## config.mk

```make
export PLATFORM = sky130hd
export DESIGN_NAME = generational_slot_allocator_top
export DESIGN_NICKNAME = d
export VERILOG_FILES = /design/src/sv/gsa_pkg.sv /design/src/sv/generational_slot_allocator_top.sv /design/src/sv/gsa_free_stack.sv /design/src/sv/gsa_slot_table.sv
export VERILOG_INCLUDE_DIRS = /design/src /design/src/sv
export SDC_FILE = /design/constraint.sdc
export NUM_CORES = 2
export LEC_CHECK = 0
export ABC_AREA = 0
export BUFFER_PORTS_ARGS = -buffer_cell sky130_fd_sc_hd__buf_2
export CAP_MARGIN = 20
export CORE_ASPECT_RATIO = 1.75
export CORE_MARGIN = 3
export CORE_UTILIZATION = 40
export DETAILED_ROUTE_END_ITERATION = 10
export GPL_ROUTABILITY_DRIVEN = 0
export GPL_TIMING_DRIVEN = 0
export PLACE_DENSITY = 0.56
export SKIP_CTS_REPAIR_TIMING = 1
export SLEW_MARGIN = 20
export SYNTH_ARGS = -nofsm -noshare
export SYNTH_HDL_FRONTEND = slang
export SYNTH_SLANG_ARGS = --single-unit
```

## constraint.sdc

```tcl
create_clock -name aclk -period 12.17 [get_ports aclk]
set_clock_uncertainty 0.2 [all_clocks]
set_input_delay 1.8255 -clock aclk [delete_from_list [all_inputs] [get_ports aclk]]
set_output_delay 1.8255 -clock aclk [all_outputs]
set_load 0.05 [all_outputs]
```

## src/sv/generational_slot_allocator_top_macros.svh

```systemverilog
// Assertion macros used by the allocator's top-level RTL.
`ifndef GENERATIONAL_SLOT_ALLOCATOR_TOP_MACROS_SVH
`define GENERATIONAL_SLOT_ALLOCATOR_TOP_MACROS_SVH

// Checked on every clock edge outside of reset.
`define GSA_ASSERT(lbl, prop, msg) \
    lbl: assert property (@(posedge aclk) disable iff (!aresetn) prop) else $error(msg);

// Checked on every clock edge, reset included.
`define GSA_ASSERT_ALWAYS(lbl, prop, msg) \
    lbl: assert property (@(posedge aclk) prop) else $error(msg);

`endif

```

## src/sv/gsa_pkg.sv

```systemverilog
package gsa_pkg;

    localparam int MODE_W     = 2;
    localparam int STATUS_W   = 2;
    localparam int HANDLE_W   = 22;
    localparam int SLOT_OUT_W = 6;

    localparam logic [MODE_W-1:0] MODE_CREATE  = 2'd0;
    localparam logic [MODE_W-1:0] MODE_DESTROY = 2'd1;
    localparam logic [MODE_W-1:0] MODE_FIND    = 2'd2;

    localparam logic [STATUS_W-1:0] STATUS_OK         = 2'd0;
    localparam logic [STATUS_W-1:0] STATUS_NO_FREE    = 2'd1;
    localparam logic [STATUS_W-1:0] STATUS_START_FAIL = 2'd2;
    localparam logic [STATUS_W-1:0] STATUS_BAD_HANDLE = 2'd3;

    typedef struct packed {
        logic [MODE_W-1:0]   mode;
        logic [HANDLE_W-1:0] handle;
        logic                start_ok;
    } in_word_t;

    typedef struct packed {
        logic [STATUS_W-1:0]   status;
        logic [HANDLE_W-1:0]   handle_out;
        logic [SLOT_OUT_W-1:0] slot_out;
    } out_word_t;

    // Read and write strobes of one memory port pair.
    typedef struct packed {
        logic rd_en;
        logic wr_en;
    } mem_ctl_t;

endpackage

```

## src/sv/generational_slot_allocator_top.sv

```systemverilog
// Generational slot allocator. A create reads the free stack at the fill count,
// then the slot table at the popped index, and then writes back and registers
// its result; a destroy, find or rejected request skips the stack read, and only
// a destroy or find reads the slot table. The result waits while the output is
// stalled. After reset the slot table is swept one entry per cycle, and no word
// is taken before the sweep ends. Handles carry the generation above the low
// $clog2(SLOTS) index bits, cut to 22 bits.
`include "generational_slot_allocator_top_macros.svh"

module generational_slot_allocator_top
    import gsa_pkg::*;
#(
    parameter int SLOTS = 64,
    parameter int GEN_BITS = 16
) (
    input  logic      aclk,
    input  logic      aresetn,
    input  logic      s_valid,
    output logic      s_ready,
    input  in_word_t  s_data,
    output logic      m_valid,
    input  logic      m_ready,
    output out_word_t m_data
);

    localparam int IDX_W = $clog2(SLOTS);
    localparam int CNT_W = $clog2(SLOTS + 1);

    typedef enum logic [2:0] {
        ST_IDLE  = 3'b001,
        ST_STACK = 3'b010,
        ST_SLOT  = 3'b100
    } state_t;

    state_t           state_reg, state_next;
    in_word_t         req_reg, req_next;
    logic [IDX_W-1:0] slot_reg, slot_next;
    logic [CNT_W-1:0] used_reg, used_next;
    logic             out_valid_reg, out_valid_next;
    out_word_t        out_reg, out_next;

    mem_ctl_t            stk_ctl;
    logic [IDX_W-1:0]    stk_rd_addr;
    logic [IDX_W-1:0]    stk_wr_addr;
    logic [IDX_W-1:0]    stk_rd_data;
    mem_ctl_t            tbl_ctl;
    logic [IDX_W-1:0]    tbl_rd_addr;
    logic [GEN_BITS-1:0] tbl_wr_gen;
    logic                tbl_wr_alive;
    logic [GEN_BITS-1:0] tbl_rd_gen;
    logic                tbl_rd_alive;
    logic                tbl_busy;

    logic                accept;
    logic                full;
    logic [IDX_W-1:0]    in_idx;
    logic                in_idx_ok;
    logic                req_idx_ok;
    logic                hit;
    logic                commit;
    logic [CNT_W-1:0]    used_dec;
    logic [GEN_BITS-1:0] gen_inc;
    logic [GEN_BITS-1:0] gen_new;
    logic [HANDLE_W+GEN_BITS+IDX_W-1:0] handle_wide;
    logic [SLOT_OUT_W+IDX_W-1:0]        slot_wide;

    gsa_free_stack #(
        .SLOTS(SLOTS)
    ) u_stack (
        .aclk    (aclk),
        .aresetn (aresetn),
        .ctl     (stk_ctl),
        .rd_addr (stk_rd_addr),
        .wr_addr (stk_wr_addr),
        .wr_data (slot_reg),
        .rd_data (stk_rd_data)
    );

    gsa_slot_table #(
        .SLOTS(SLOTS),
        .GEN_BITS(GEN_BITS)
    ) u_table (
        .aclk     (aclk),
        .aresetn  (aresetn),
        .ctl      (tbl_ctl),
        .rd_addr  (tbl_rd_addr),
        .wr_addr  (slot_reg),
        .wr_gen   (tbl_wr_gen),
        .wr_alive (tbl_wr_alive),
        .rd_gen   (tbl_rd_gen),
        .rd_alive (tbl_rd_alive),
        .busy     (tbl_busy)
    );

    assign s_ready    = (state_reg == ST_IDLE) && !tbl_busy;
    assign accept     = s_valid && s_ready;
    assign full       = (used_reg == CNT_W'(SLOTS));
    assign in_idx     = s_data.handle[IDX_W-1:0];
    assign in_idx_ok  = ({1'b0, in_idx} < (IDX_W + 1)'(SLOTS));
    assign req_idx_ok = ({1'b0, req_reg.handle[IDX_W-1:0]} < (IDX_W + 1)'(SLOTS));
    assign hit        = (req_reg.handle != '0) && req_idx_ok && tbl_rd_alive;
    assign commit     = (state_reg == ST_SLOT) && (!out_valid_reg || m_ready);
    assign used_dec   = used_reg - CNT_W'(1);
    assign stk_wr_addr = used_dec[IDX_W-1:0];

    // Generations wrap past zero so that a fresh handle is never all zero.
    assign gen_inc     = tbl_rd_gen + GEN_BITS'(1);
    assign gen_new     = (gen_inc == '0) ? GEN_BITS'(1) : gen_inc;
    assign handle_wide = {{HANDLE_W{1'b0}}, gen_new, slot_reg};
    assign slot_wide   = {{SLOT_OUT_W{1'b0}}, slot_reg};

    always_comb begin
        state_next     = state_reg;
        req_next       = req_reg;
        slot_next      = slot_reg;
        used_next      = used_reg;
        out_valid_next = out_valid_reg && !m_ready;
        out_next       = out_reg;
        stk_ctl        = '0;
        stk_rd_addr    = used_reg[IDX_W-1:0];
        tbl_ctl        = '0;
        tbl_rd_addr    = in_idx;
        tbl_wr_gen     = tbl_rd_gen;
        tbl_wr_alive   = tbl_rd_alive;

        case (state_reg)
            ST_IDLE: begin
                if (accept) begin
                    req_next  = s_data;
                    slot_next = in_idx;
                    if (s_data.mode == MODE_CREATE && !full) begin
                        stk_ctl.rd_en = 1'b1;
                        state_next    = ST_STACK;
                    end else begin
                        tbl_ctl.rd_en = ((s_data.mode == MODE_DESTROY) ||
                                         (s_data.mode == MODE_FIND)) && in_idx_ok;
                        state_next    = ST_SLOT;
                    end
                end
            end
            ST_STACK: begin
                slot_next     = stk_rd_data;
                tbl_rd_addr   = stk_rd_data;
                tbl_ctl.rd_en = 1'b1;
                state_next    = ST_SLOT;
            end
            ST_SLOT: begin
                if (commit) begin
                    out_valid_next = 1'b1;
                    state_next     = ST_IDLE;
                    out_next       = '{status: STATUS_BAD_HANDLE, handle_out: '0,
                                       slot_out: '0};
                    case (req_reg.mode)
                        MODE_CREATE: begin
                            if (full) begin
                                out_next.status = STATUS_NO_FREE;
                            end else begin
                                // A failed start keeps the new generation; the
                                // slot simply stays on top of the stack.
                                tbl_ctl.wr_en = 1'b1;
                                tbl_wr_gen    = gen_new;
                                tbl_wr_alive  = req_reg.start_ok || tbl_rd_alive;
                                if (req_reg.start_ok) begin
                                    used_next           = used_reg + CNT_W'(1);
                                    out_next.status     = STATUS_OK;
                                    out_next.handle_out = handle_wide[HANDLE_W-1:0];
                                    out_next.slot_out   = slot_wide[SLOT_OUT_W-1:0];
                                end else begin
                                    out_next.status = STATUS_START_FAIL;
                                end
                            end
                        end
                        MODE_DESTROY, MODE_FIND: begin
                            if (hit) begin
                                out_next.status     = STATUS_OK;
                                out_next.handle_out = req_reg.handle;
                                out_next.slot_out   = slot_wide[SLOT_OUT_W-1:0];
                                if (req_reg.mode == MODE_DESTROY) begin
                                    tbl_ctl.wr_en = 1'b1;
                                    tbl_wr_alive  = 1'b0;
                                    if (used_reg != '0) begin
                                        used_next     = used_dec;
                                        stk_ctl.wr_en = 1'b1;
                                    end
                                end
                            end
                        end
                        default: begin
                            out_next.status = STATUS_BAD_HANDLE;
                        end
                    endcase
                end
            end
            default: begin
                state_next = ST_IDLE;
            end
        endcase
    end

    always_ff @(posedge aclk) begin
        if (!aresetn) begin
            state_reg     <= ST_IDLE;
            used_reg      <= '0;
            out_valid_reg <= 1'b0;
        end else begin
            state_reg     <= state_next;
            used_reg      <= used_next;
            out_valid_reg <= out_valid_next;
        end
    end

    always_ff @(posedge aclk) begin
        req_reg  <= req_next;
        slot_reg <= slot_next;
        out_reg  <= out_next;
    end

    assign m_valid = out_valid_reg;
    assign m_data  = out_reg;

    `GSA_ASSERT(a_used_in_range, used_reg <= CNT_W'(SLOTS), "fill count exceeds slot count")
    `GSA_ASSERT(a_push_pops_count, stk_ctl.wr_en |=> used_reg == $past(used_dec), "push without count drop")
    `GSA_ASSERT(a_no_write_while_clearing, tbl_busy |-> !tbl_ctl.wr_en, "slot write during clear")
    `GSA_ASSERT_ALWAYS(a_reset_blocks_input, !aresetn |=> !s_ready && !m_valid, "ready after reset")

endmodule

```

## src/sv/gsa_free_stack.sv

```systemverilog
module gsa_free_stack
    import gsa_pkg::*;
#(
    parameter int SLOTS = 64,
    localparam int IDX_W = $clog2(SLOTS),
    localparam int CNT_W = $clog2(SLOTS + 1)
) (
    input  logic             aclk,
    input  logic             aresetn,
    input  mem_ctl_t         ctl,
    input  logic [IDX_W-1:0] rd_addr,
    input  logic [IDX_W-1:0] wr_addr,
    input  logic [IDX_W-1:0] wr_data,
    output logic [IDX_W-1:0] rd_data
);

    logic [IDX_W-1:0] mem [SLOTS];
    logic [IDX_W-1:0] mem_rd_reg;
    logic [IDX_W-1:0] rd_addr_reg;
    logic             rd_fresh_reg;
    logic [CNT_W-1:0] high_reg;
    logic [CNT_W-1:0] high_next;
    logic [CNT_W-1:0] wr_top;

    // Positions at or above the high mark were never written and read back as
    // their own index, so no clearing pass is needed.
    assign wr_top = {1'b0, wr_addr} + CNT_W'(1);

    always_comb begin
        high_next = high_reg;
        if (ctl.wr_en && (wr_top > high_reg)) begin
            high_next = wr_top;
        end
    end

    always_ff @(posedge aclk) begin
        if (!aresetn) begin
            high_reg <= '0;
        end else begin
            high_reg <= high_next;
        end
    end

    always_ff @(posedge aclk) begin
        if (ctl.wr_en) begin
            mem[wr_addr] <= wr_data;
        end
        if (ctl.rd_en) begin
            mem_rd_reg   <= mem[rd_addr];
            rd_addr_reg  <= rd_addr;
            rd_fresh_reg <= ({1'b0, rd_addr} >= high_reg);
        end
    end

    assign rd_data = rd_fresh_reg ? rd_addr_reg : mem_rd_reg;

endmodule

```

## src/sv/gsa_slot_table.sv

```systemverilog
module gsa_slot_table
    import gsa_pkg::*;
#(
    parameter int SLOTS = 64,
    parameter int GEN_BITS = 16,
    localparam int IDX_W = $clog2(SLOTS)
) (
    input  logic                aclk,
    input  logic                aresetn,
    input  mem_ctl_t            ctl,
    input  logic [IDX_W-1:0]    rd_addr,
    input  logic [IDX_W-1:0]    wr_addr,
    input  logic [GEN_BITS-1:0] wr_gen,
    input  logic                wr_alive,
    output logic [GEN_BITS-1:0] rd_gen,
    output logic                rd_alive,
    output logic                busy
);

    logic [GEN_BITS:0]  mem [SLOTS];
    logic [GEN_BITS:0]  rd_data_reg;
    logic               clr_reg;
    logic               clr_next;
    logic [IDX_W-1:0]   clr_addr_reg;
    logic [IDX_W-1:0]   clr_addr_next;

    // After reset every entry is swept to generation zero and dead.
    always_comb begin
        clr_next      = clr_reg;
        clr_addr_next = clr_addr_reg;
        if (clr_reg) begin
            clr_addr_next = clr_addr_reg + IDX_W'(1);
            if (clr_addr_reg == IDX_W'(SLOTS - 1)) begin
                clr_next = 1'b0;
            end
        end
    end

    always_ff @(posedge aclk) begin
        if (!aresetn) begin
            clr_reg      <= 1'b1;
            clr_addr_reg <= '0;
        end else begin
            clr_reg      <= clr_next;
            clr_addr_reg <= clr_addr_next;
        end
    end

    always_ff @(posedge aclk) begin
        if (clr_reg) begin
            mem[clr_addr_reg] <= '0;
        end else if (ctl.wr_en) begin
            mem[wr_addr] <= {wr_alive, wr_gen};
        end
        if (ctl.rd_en) begin
            rd_data_reg <= mem[rd_addr];
        end
    end

    assign rd_alive = rd_data_reg[GEN_BITS];
    assign rd_gen   = rd_data_reg[GEN_BITS-1:0];
    assign busy     = clr_reg;

endmodule

```

# Yosys cells after proc, flatten, opt, wreduce, memory -nomap -nowiden
# Memories as Yosys holds them, arrays and structs flattened. A register that Yosys moved wholly into a read port is not among the register bits.
# Index checks and enable logic that the tools add are counted.
totals:
  in_bits: 29
  mem_bits_rw: 1472
  output_inout_bits: 32
  n_memories: 2
  regBits: 93
  word_cells: 132
op_classes:
  n_eq_ne: 16
  add_sub_neg: 5
  n_lt_le_gt_ge: 2
  mux: 64
  reduce_logical: 28
memory_table:
  columns: ["name", "words", "width", "rd", "rd_ports_with_merged_regs", "write_ports", "line_no", "text"]
  rows:
  - ["u_table.mem", 64, 17, 1, 1, 1, "gsa_slot_table.sv:20", "logic [GEN_BITS:0] mem [SLOTS];"]
  - ["u_stack.mem", 64, 6, 1, 1, 1, "gsa_free_stack.sv:17", "logic [IDX_W-1:0] mem [SLOTS];"]
op_table:
  columns: ["op", "n"]
  rows:
  - ["16-bit two-way mux", 5]
  - ["28-bit two-way mux", 2]
  - ["28-bit one-hot mux with 2 select lines", 1]
  - ["7-bit two-way mux", 5]
  - ["1-bit two-way mux", 33]
  - ["30-bit two-way mux", 1]
  - ["6-bit two-way mux", 4]
  - ["22-bit nonzero test", 1]
  - ["17-bit two-way mux", 1]
  - ["17-bit OR reduction", 1]
  - ["16-bit by 1-bit adder with 16-bit output (second input constant)", 1]
  - ["16-bit logical NOT", 1]
  - ["2-bit != test (second input constant)", 7]
  - ["7-bit one-hot mux with 2 select lines", 1]
  - ["6-bit one-hot mux with 2 select lines", 1]
  - ["3-bit two-way mux", 3]
  - ["3-bit one-hot mux with 3 select lines", 1]
  - ["2-bit AND reduction", 4]
  - ["8-bit AND reduction", 1]
  - ["6-bit by 1-bit adder with 7-bit output (second input constant)", 1]
  - ["7-bit by 1-bit adder with 7-bit output (second input constant)", 1]
  - ["7-bit == test (second input constant)", 1]
  - ["6-bit by 7-bit >= comparator with 1-bit output", 1]
  - ["7-bit greater-than comparator", 1]
  - ["18 further kinds", 36]

# Depth between registers and ports, before layout
logic_depth:
  ltp_word: 11
  mapped_depth: 15
  depth_no_buf: 12

# Hierarchy
# Synthesis repeated with hierarchy kept, for this count alone.
unflattened:
  cells_unflattened: 3171
  hier_area_um2: 63256.9
by_module_without_submodules:
  columns: ["mod", "cells_per_inst", "n_inst", "area_each_um2", "seq_area_each_um2"]
  rows:
  - ["gsa_slot_table", 1983, 1, 43046.3, 33322.0]
  - ["gsa_free_stack", 823, 1, 16248.1, 12061.6]
  - ["generational_slot_allocator_top", 365, 1, 3962.6, 2052.0]

# Worst setup path after synthesis
# No wires, ideal clock.
synth_timing:
  path_kind: "input port to flip-flop"
  from: "input port m_ready"
  to: "memory u_table.mem[0][1] (netlist bit), data pin"
  stages: 6
  arrival_ns: 5.831
  slack_ns: 5.409
  path_buffers: 2
  setup_ns: 0.730
  required_time_ns: 11.240
  cell_sequence: "nand2b_1 > nand3_1 > a2111o_1 > buf_2 > clkbuf_1 > o32ai_1"
synth_via:
  elab_chain_len: 9
  word_cells_on_any_way: 11
  cone_classes: "mux (8); reduce/logical (3)"
synth_rtl:
  columns: ["item", "line_no", "text"]
  rows:
  - ["start, declared", "generational_slot_allocator_top.sv:22", "input logic m_ready,"]
  - ["1-bit logical OR (*)", "generational_slot_allocator_top.sv:102", "assign commit = (state_reg == ST_SLOT) && (!out_valid_reg || m_ready);"]
  - ["1-bit logical AND (*)", "generational_slot_allocator_top.sv:102", null]
  - ["1-bit two-way mux", "generational_slot_allocator_top.sv:148", "if (commit) begin"]
  - ["1-bit two-way mux", "generational_slot_allocator_top.sv:126", "case (state_reg)"]
  - ["1-bit two-way mux", "gsa_slot_table.sv:52", "end else if (ctl.wr_en) begin"]
  - ["1-bit two-way mux", "gsa_slot_table.sv:50", "if (clr_reg) begin"]
  - ["1-bit two-way mux (not written as such)", "gsa_slot_table.sv:53", "mem[wr_addr] <= {wr_alive, wr_gen};"]
  - ["17-bit OR reduction (no line)", null, null]
  - ["17-bit two-way mux (no line) (*)", null, null]
  - ["end, declared", "gsa_slot_table.sv:20", null]
# Every way passes the cells marked *; elsewhere a longest branch is shown, timed or not.

# Worst setup path after layout
layout_timing:
  from: "register used_reg[1]"
  to: "memory u_table.mem[22][12] (netlist bit), enable pin"
layout_via:
  elab_chain_len: 10
  word_cells_on_any_way: 11
  cone_classes: "eq/ne (1); mux (9); reduce/logical (1)"
layout_rtl:
  columns: ["item", "line_no", "text"]
  rows:
  - ["start, declared", "generational_slot_allocator_top.sv:38", "logic [CNT_W-1:0] used_reg, used_next;"]
  - ["start signal, assigned", "generational_slot_allocator_top.sv:207", "used_reg <= used_next;"]
  - ["7-bit == test (*)", "generational_slot_allocator_top.sv:97", "assign full = (used_reg == CNT_W'(SLOTS));"]
  - ["1-bit two-way mux (*)", "generational_slot_allocator_top.sv:155", "if (full) begin"]
  - ["1-bit one-hot mux with 2 select lines (*)", "generational_slot_allocator_top.sv:153", "case (req_reg.mode)"]
  - ["1-bit two-way mux (*)", "generational_slot_allocator_top.sv:148", null]
  - ["1-bit two-way mux (*)", "generational_slot_allocator_top.sv:126", null]
  - ["1-bit two-way mux (*)", "gsa_slot_table.sv:52", null]
  - ["1-bit two-way mux (*)", "gsa_slot_table.sv:50", null]
  - ["1-bit two-way mux (not written as such) (*)", "gsa_slot_table.sv:53", null]
  - ["17-bit OR reduction (no line)", null, null]
  - ["6-bit two-way mux (no line) / 1-bit two-way mux (equally long branches)", null, null]
# Marks and branches as above.

==> reports/results.tsv <==
metric	value	unit
Yosys warning total	0	
CTS clock-pin slew for the worst setup and hold paths	0.07	ns
Chip Width	306.5	microns
total grt overflow	0	
Initial Util	0.4035	
Fin. Hold Viols	0	
FF+latch area	0.04744	sq mm
multi-input logic area	0.01493	sq mm
outcome	finished clean	
sequential cell area fraction in the yosys report	0.7506	
Clock Tree Root	clkbuf_16	
DRT Pass-1 Iters	5	
Highest Clock Rate	146.9	MHz
NetSw	2.313	mW
row cnt	192	
Mean Syn Cell Area	15.94	sq um
max-slew violations	0	
Util after Layout	0.4672	
Core Box Area	0.1566	sq mm
power share of the combinational group	0.039	
r2r startpoint	used_reg[1]$_SDFFE_PN0P_	
Max Fanout on Critical Path	10	
drt drc	0	
commonest non-fill, non-tap cells in the layout	edfxtp_1 (1563), nand2_1 (607), nand3_1 (189)	
largest reg by FF count	u_table.mem	
Top FF cell, synth	edfxtp_1	
Sw Ratio	0.2114	
number of global-route vias before repair	37493	
RSZ-0062 raised after global routing	no	
clk_lat worst skew	0.79	ns
leading area contributor after synthesis	edfxtp_1	
Fillers	13491	
Max-Cap Viols	0	
pre-CTS WS	5.458	ns
worst r2r path cells	14	
Clk pwr share	0.418	
Tmin final	6.810	ns
Synth top area share	0.7427	
Worst Hold Path EP	u_stack.high_reg[1]$_SDFFE_PN0P_	
commonest non-fill, non-tap cell in the layout	edfxtp_1	
H-Tree Depth	4	
syn_nets	4015	
Post-Route WL	193.5	mm
Post-synth ARST share	0	
vias per inst	5.780	
worst endpoint required time	12.44	ns
Power Dens Cells	149.5	mW/mm^2
CP startpoint kind	register	
via count	37188	
CTS max path bufs	4	
Post-synth EDFFs	1563	
share of cells above drive strength 1	0.1719	
flop and latch count out of synthesis	1588	
Netlist cell types	74	
final setup fails	0	
Worst VDD drop	0.1737	mV
num ports	61	
r2r endpoint	u_table.mem[22][12]$_DFFE_PP_	
Leak	24.03	nW
per-cell routed wire length	30.07	microns
sequential power share	0.543	
area of the mapped netlist	0.06319	sq mm
largest net degree at the start of global routing	41	
die area	0.1630	sq mm
area grow syn2layout	15.80	%
cts bufs inserted	146	
post-route setup TNS	0	ns
worst setup margin	5.360	ns
worst-margin pin slew	1.182	ns
initial antenna violation count	9	
max_slew headroom	0.2120	
hold path startpoint	u_stack.high_reg[1]$_SDFFE_PN0P_	
synthesized instance count	3964	
crit share post-route	0.5595	
most area-consuming cells after synthesis	edfxtp_1 (74%), mux4_2 (4.5%), nand2_1 (3.6%), mux2i_1 (2.3%), nand3_1 (1.5%)	
PortBufs	60	
Worst Path Arrival	7.08	ns
setup slack, reg-to-reg	5.36	ns
ANT nets after route	0	
worst min path class	reg -> reg	
max reg flops	1088	
total clock sinks	1588	
Worst setup EP type	register	
CTS tree	done	
WHS	0.3156	ns
GR Util All Layers	0.2343	
Iteration-0 DRC Markers	3748	
post-DP HPWL	141.9	mm
nets@finish	4345	
crit path kind	reg -> reg	
global-route wire length before repair	272.9	mm
hold path depth	2	
Internal	8.628	mW
Die Y-Extent	531.8	microns
[layer usage]
metal | global-route usage | vias to the layer above | wire length [microns]
li1 | - | 16144 | -
met1 | 0.2718 | 19058 | 68820
met2 | 0.4079 | 1531 | 98020
met3 | 0.02964 | 451 | 11620
met4 | 0.1525 | 4 | 14990
met5 | 0 | - | 27
[critical path, cell delays in order, from the launching register on]
cell,delay [ns]
dfxtp_1,0.44
clkbuf_1,0.52
clkbuf_1,0.63
clkbuf_1,0.57
inv_1,0.17
ha_1,0.27
nor3b_1,0.19
nand3_1,0.16
nand2_1,0.22
a2111oi_0,0.82
buf_2,0.40
mux2i_1,0.73
nand2_1,0.34
nor2_2,0.59
buf_8,0.23
[per-stage QoR]
stage                     cells  power, mW  instance area [sq um]
after floorplan            3964      6.272                  63190
after global placement     6061      6.464                  66040
after detailed placement   6182      6.476                  68550
after CTS                  6429      10.99                  73150
after global routing       6431      11.20                  73170
final                      6434      10.94                  73180
[Yosys cell counts (18+ instances only)]
cell type / count
o221ai_1: 70
o21ai_0: 49
buf_2: 89
a21o_1: 23
and3_1: 26
a31o_2: 34
ha_1: 22
a22oi_1: 20
inv_1: 22
a31oi_1: 70
o22a_1: 34
mux4_2: 126
clkbuf_1: 118
dfxtp_1: 25
o211ai_1: 18
a211o_1: 35
a21oi_1: 61
a221o_1: 33
and4_1: 18
xor2_1: 29
mux2i_1: 143
nand3_1: 189
edfxtp_1: 1563
nor2_1: 231
nand2_1: 607
buf_1: 28
xnor2_1: 18
o22ai_1: 35
[worst max path at each step]
| stage | from | endpoint | slack, ns |
|---|---|---|---|
| after global placement | used_reg[1]$_SDFFE_PN0P_ | u_table.mem[36][1]$_DFFE_PP_ | -0.83 |
| after detailed placement | used_reg[1]$_SDFFE_PN0P_ | u_table.mem[22][14]$_DFFE_PP_ | 5.46 |
| after floorplan | m_ready | u_table.mem[0][1]$_DFFE_PP_ | 5.41 |
| after CTS | used_reg[1]$_SDFFE_PN0P_ | u_table.mem[22][12]$_DFFE_PP_ | 5.39 |
| after global routing | used_reg[1]$_SDFFE_PN0P_ | u_table.mem[36][7]$_DFFE_PP_ | 5.13 |
| final | used_reg[1]$_SDFFE_PN0P_ | u_table.mem[22][12]$_DFFE_PP_ | 5.36 |
[power groups by stage]
stage	sequential, mW	combinational (mW)	clock, mW
2_1_floorplan	6.06	0.210	0
3_3_place_gp	6.06	0.402	0
3_5_place_dp	6.06	0.414	0
4_1_cts	5.94	0.416	4.63
5_1_grt	5.94	0.434	4.82
6_report	5.94	0.422	4.58
[final cells by class]
type | instances | share of cell area
antenna | 4 | 0.0001368
buffer | 249 | 0.01510
clock buffer | 171 | 0.05206
clock inverter | 76 | 0.01087
inverter | 25 | 0.001282
multi-input combinational | 2102 | 0.2040
sequential | 1588 | 0.6482
tap | 2037 | 0.03483
timing repair buffer | 182 | 0.03346
[cell families after synthesis]
| family | share of synthesized area |
|---|---|
| flip-flops | 0.7506 |
| AND/OR/NAND/NOR | 0.08005 |
| AO/OA/AOI/OAI | 0.07090 |
| buffers and inverters | 0.01891 |
| multiplexers | 0.06863 |
| XOR/XNOR | 0.006514 |
| adder cells (fa/ha/maj) | 0.004356 |
No activity file was read; power rests on OpenSTA's default activity.
